File: src/rtl/core/assert_macros.svh
// ---------------------------------------------------------------------------
// Assertion macros
// Clocked property checks for the load balancer RTL, empty for synthesis.
// ---------------------------------------------------------------------------
`ifndef ASSERT_MACROS_SVH
`define ASSERT_MACROS_SVH

`ifndef SYNTHESIS

// Checked only while the block is out of reset.
`define FALB_ASSERT(lbl, prop, msg) \
    lbl: assert property (@(posedge aclk) disable iff (!aresetn) prop) else $error(msg);

// Checked at every edge, reset included.
`define FALB_ASSERT_ALWAYS(lbl, prop, msg) \
    lbl: assert property (@(posedge aclk) prop) else $error(msg);

`else

`define FALB_ASSERT(lbl, prop, msg)
`define FALB_ASSERT_ALWAYS(lbl, prop, msg)

`endif

`endif

File: src/rtl/core/falb_pkg.sv
// ---------------------------------------------------------------------------
// Flow affinity load balancer package
// Shared constants, word formats and controller/datapath signal groups.
// ---------------------------------------------------------------------------
`default_nettype none

package falb_pkg;

    localparam int FLOW_ENTRIES    = 64;
    localparam int IDX_W           = $clog2(FLOW_ENTRIES);
    localparam logic [IDX_W-1:0] LAST_IDX = IDX_W'(FLOW_ENTRIES - 1);

    localparam int POOL_SIZE       = 4;
    localparam int NUM_SERVER_REGS = 4;
    localparam int RR_W            = 2;
    localparam logic [RR_W:0] POOL_SIZE_W = (RR_W + 1)'(POOL_SIZE);

    localparam int CFG_IDX_W       = 4;
    localparam int CFG_DATA_W      = 32;
    localparam logic [CFG_IDX_W-1:0] CFG_NUM_REGS = CFG_IDX_W'(NUM_SERVER_REGS);

    localparam logic [7:0] PROTO_TCP = 8'd6;
    localparam logic [7:0] FLAGS_SYN = 8'd2;

    typedef enum logic [1:0] {
        VERDICT_FORWARD   = 2'd0,
        VERDICT_HELD      = 2'd1,
        VERDICT_UNHANDLED = 2'd2
    } verdict_t;

    typedef enum logic [1:0] {
        ST_IDLE,
        ST_SCAN,
        ST_FINISH
    } ctrl_state_t;

    typedef struct packed {
        logic [31:0] src_ip;
        logic [31:0] dst_ip;
        logic [7:0]  ip_proto;
        logic [15:0] l4_sport;
        logic [15:0] l4_dport;
        logic [7:0]  tcp_flag_bits;
    } lb_in_t;

    typedef struct packed {
        verdict_t    verdict;
        logic [31:0] new_dst_ip;
        logic        flow_stored;
        logic        table_full;
    } lb_out_t;

    typedef struct packed {
        logic [63:0] addr_key;
        logic [39:0] port_key;
        logic [31:0] server;
    } flow_entry_t;

    typedef struct packed {
        logic load;
        logic step;
        logic commit;
    } lb_cmd_t;

    typedef struct packed {
        logic scan_done;
        logic out_free;
    } lb_sts_t;

endpackage

`default_nettype wire

File: src/rtl/core/falb_ctrl.sv
// ---------------------------------------------------------------------------
// Load balancer controller
// Sequences word intake, the flow table scan and the result commit.
// ---------------------------------------------------------------------------
`default_nettype none

`include "assert_macros.svh"

module falb_ctrl (
    input  wire logic             aclk,
    input  wire logic             aresetn,
    input  wire logic             s_valid,
    output logic                  s_ready,
    input  wire falb_pkg::lb_sts_t sts,
    output falb_pkg::lb_cmd_t     cmd
);
    import falb_pkg::*;

    ctrl_state_t state_reg, state_next;

    always_ff @(posedge aclk) begin
        if (!aresetn) begin
            state_reg <= ST_IDLE;
        end else begin
            state_reg <= state_next;
        end
    end

    always_comb begin
        state_next = state_reg;
        case (state_reg)
            ST_IDLE: begin
                if (s_valid) state_next = ST_SCAN;
            end
            ST_SCAN: begin
                if (sts.scan_done) state_next = ST_FINISH;
            end
            ST_FINISH: begin
                if (sts.out_free) state_next = ST_IDLE;
            end
            default: state_next = ST_IDLE;
        endcase
    end

    always_comb begin
        s_ready    = 1'b0;
        cmd.load   = 1'b0;
        cmd.step   = 1'b0;
        cmd.commit = 1'b0;
        case (state_reg)
            ST_IDLE: begin
                s_ready  = 1'b1;
                cmd.load = s_valid;
            end
            ST_SCAN: begin
                cmd.step = 1'b1;
            end
            ST_FINISH: begin
                cmd.commit = sts.out_free;
            end
            default: begin
                s_ready = 1'b0;
            end
        endcase
    end

    `FALB_ASSERT(a_accept_starts_scan, s_valid && s_ready |=> state_reg == ST_SCAN, "accepted word did not start a scan")
    `FALB_ASSERT(a_commit_returns_idle, cmd.commit |=> state_reg == ST_IDLE, "commit did not return to idle")

endmodule

`default_nettype wire

File: config.mk
export PLATFORM = sky130hd
export DESIGN_NAME = falb_ctrl
export DESIGN_NICKNAME = d
export VERILOG_FILES = /design/src/rtl/core/falb_pkg.sv /design/src/rtl/core/falb_ctrl.sv
export VERILOG_INCLUDE_DIRS = /design/src /design/src/rtl/core
export SDC_FILE = /design/constraint.sdc
export NUM_CORES = 1
export LEC_CHECK = 0
export ABC_CLOCK_PERIOD_IN_PS = 850
export CAP_MARGIN = 30
export CORE_AREA = 2 2 39 41
export CTS_BUF_LIST = sky130_fd_sc_hd__clkbuf_4
export CTS_CLUSTER_DIAMETER = 100
export DETAILED_ROUTE_END_ITERATION = 16
export DIE_AREA = 0 0 41 43
export DONT_BUFFER_PORTS = 1
export PLACE_DENSITY = 0.3
export SYNTH_ARGS = -nofsm -noshare
export SYNTH_HDL_FRONTEND = slang
export SYNTH_SLANG_ARGS = --single-unit
export TNS_END_PERCENT = 5
File: constraint.sdc
create_clock -name aclk -period 0.85 [get_ports aclk]
set_clock_uncertainty 0.15 [all_clocks]
set_input_delay 0.0425 -clock aclk [delete_from_list [all_inputs] [get_ports aclk]]
set_output_delay 0.0425 -clock aclk [all_outputs]
set_load 0.01 [all_outputs]
==> impl_metrics.yaml <==
synthesis:
  ys.warnings.count: 0
  synth_cells: 12
  post_synth_num_cell_types: 10
  syn_avg_cell_area_sq_um: 9.905
  ys_seq_elements: 2
  ys_seq_area_share_pct: 33.68
  syn-cell-area_sq_um: 118.9
  syn_nets: 17
hold_path:
  hold_depth: 1
  hp-class: "in -> out"
critical_path:
  slowest_delay_ps: 350
  worst-path-max-fanout: 4
  critPathRequiredTime_ps: 660
  crit_chain: "and3b_2"
  worstSetupStartpointType: "flop"
  crit_path_top_delay_cell: "dfxtp_4"
  cp.depth: 1
  critPathKind: "reg -> out"
  critical_path.top_delay_family: "flip-flops"
  cp_num_buf_inv: 0
  critical_path.endpoint_type: "output pin"
  worstPathArrival_ps: 830
  rrSetupSlack_ps: -140
  reg2regPathDepth: 3
sta:
  min_period_ps: 1025
  slew_violations: 0
  maxSlewHeadroom_pct: 89.55
  hold_violations: 0
  finalWorstSetupSlack_ps: -175.4
  tightest_slew_ps: 156.2
  setup_viol: 6
  whs_ps: 67.03
  period_share_pct: 120.6
  max_freq_mhz: 975.2
  rsz0062_at_grt: "true"
  tns_ps: -896.4
placed_design:
  io_buffers: 0
  dp_cells: 29
  place_area_sq_um: 152.6
  gp_congestion: 0.5103
drt:
  dr.pass1.iters: 2
  final_antenna_net_count: 0
  drc: 0
  vias: 124
  wire_per_inst_microns: 9.105
  drt-vias-per-instance: 3.263
  routed_wl_microns: 346
  drtIter0Drc: 1
die:
  die_w_microns: 41
  io-pin-count: 9
  core_sq_um: 1384
  die_h_microns: 43
  initial_core_util_pct: 8.590
  die-area_sq_um: 1763
  rows: 14
clock_network:
  cts_max_level: 1
  cts.sinks: 2
  numCtsBuffers: 3
  clk_latency_ps: 220
  cts_tree: "yes"
  clock-root-buffer: "clkbuf_4"
  clk_path_buf_depth: 2
  clk_pin_slew_ps: 30
layout:
  final_cell_mix: "dlygate4sd3_1 (4), clkbuf_4 (3), buf_4 (3)"
  fin_nets: 29
  syn2layout_area_growth_pct: 103.2
  drive_gt1_share_pct: 63.64
  final_common_cell: "dlygate4sd3_1"
  antenna-diode-count: 0
  largest_reg_flops: 2
  stdcell_area_sq_um: 241.5
  stdcell_count: 38
power_and_ir_drop:
  peakVddDrop_uv: 348.4
  p_per_area_nw_per_um2: 1671
  finalPower_uw: 403.5
  power_leakage_nw: 0.09831
grt:
  grt_pass1_vias: 145
  antenna_found_initial: 0
  grt_pass1_wl_microns: 593
  grt_max_degree: 5
  globalRouteOverflowTotal: 0
  grt_use_total_pct: 6.219
status:
  violations: "setup timing"
  status: "finished with violations"
job:
  cap_violations: 0
==> repair_timing <==
action | CTS | global route
endpoints found under the hold margin | 2 | 0
setup buffers | 2 | 0
endpoints found under the setup margin | 6 | 6
hold buffers | 4 | 0
resized for setup | 2 | 2
pin swaps | 3 | 2
==> layer usage <==
metal / global-route usage [%] / part of all wire [%] / up-vias
li1: - / - / 64
met1: 5.449 / 47 / 51
met3: 7.853 / 16 / 0
met4: 6.000 / 0 / 0
met5: 0 / 0 / -
met2: 6.563 / 37 / 9
==> Yosys cell counts <==
cell type / count / area share (%)
and3b_2: 1 / 8.4
nor2_1: 2 / 6.3
nor3b_2: 1 / 11
and2b_2: 1 / 7.4
dfxtp_1: 2 / 34
nand2b_4: 1 / 12
nand4bb_1: 1 / 9.5
nand2_1: 1 / 3.2
and2_1: 1 / 5.3
o21ai_1: 1 / 4.2
==> report_power, final <==
| group | leakage (nW) | switching [mW] | internal (mW) |
|---|---|---|---|
| Clock | 0.0138 | 0.0522 | 0.156 |
| Combinational | 0.0667 | 0.0313 | 0.0543 |
| Sequential | 0.0178 | 0.00995 | 0.100 |
| Total | 0.0983 | 0.0935 | 0.310 |
==> through the flow <==
stage	setup slack, ps	utilization [%]
finish	-175.4	17.45
floorplan	2.031	-
detailed placement	-28.37	11.03
global route	-210.2	17.45
global placement	-9.238	11.03
CTS	-175.9	16.91
==> worst paths after layout <==
| check | end | from |
|---|---|---|
| worst max-delay path | cmd[0] | state_reg[0] |
| worst min-delay path | cmd[2] | s_valid |
| worst max register to register | state_reg[0] | state_reg[1] |
| worst min register to register | state_reg[1] | state_reg[0] |
==> kinds of logic (layout without fill, tap and decap cells) <==
logic type	Yosys count	count (layout)	synth area share [%]
AOI/OAI and AO/OA	1	1	4.206
buffers and inverters	0	10	0
DFF	2	2	33.69
and+or+nand+nor	9	9	62.10
==> area by class of cell <==
| cell class | count | area, sq um |
|---|---|---|
| multi-input combinational | 10 | 88.84 |
| sequential | 2 | 47.55 |
| fill | 157 | 1142 |
| timing repair buffer | 7 | 62.56 |
| clock buffer | 3 | 22.52 |
| tap | 16 | 20.02 |
Power figures use the tool's default switching activity.
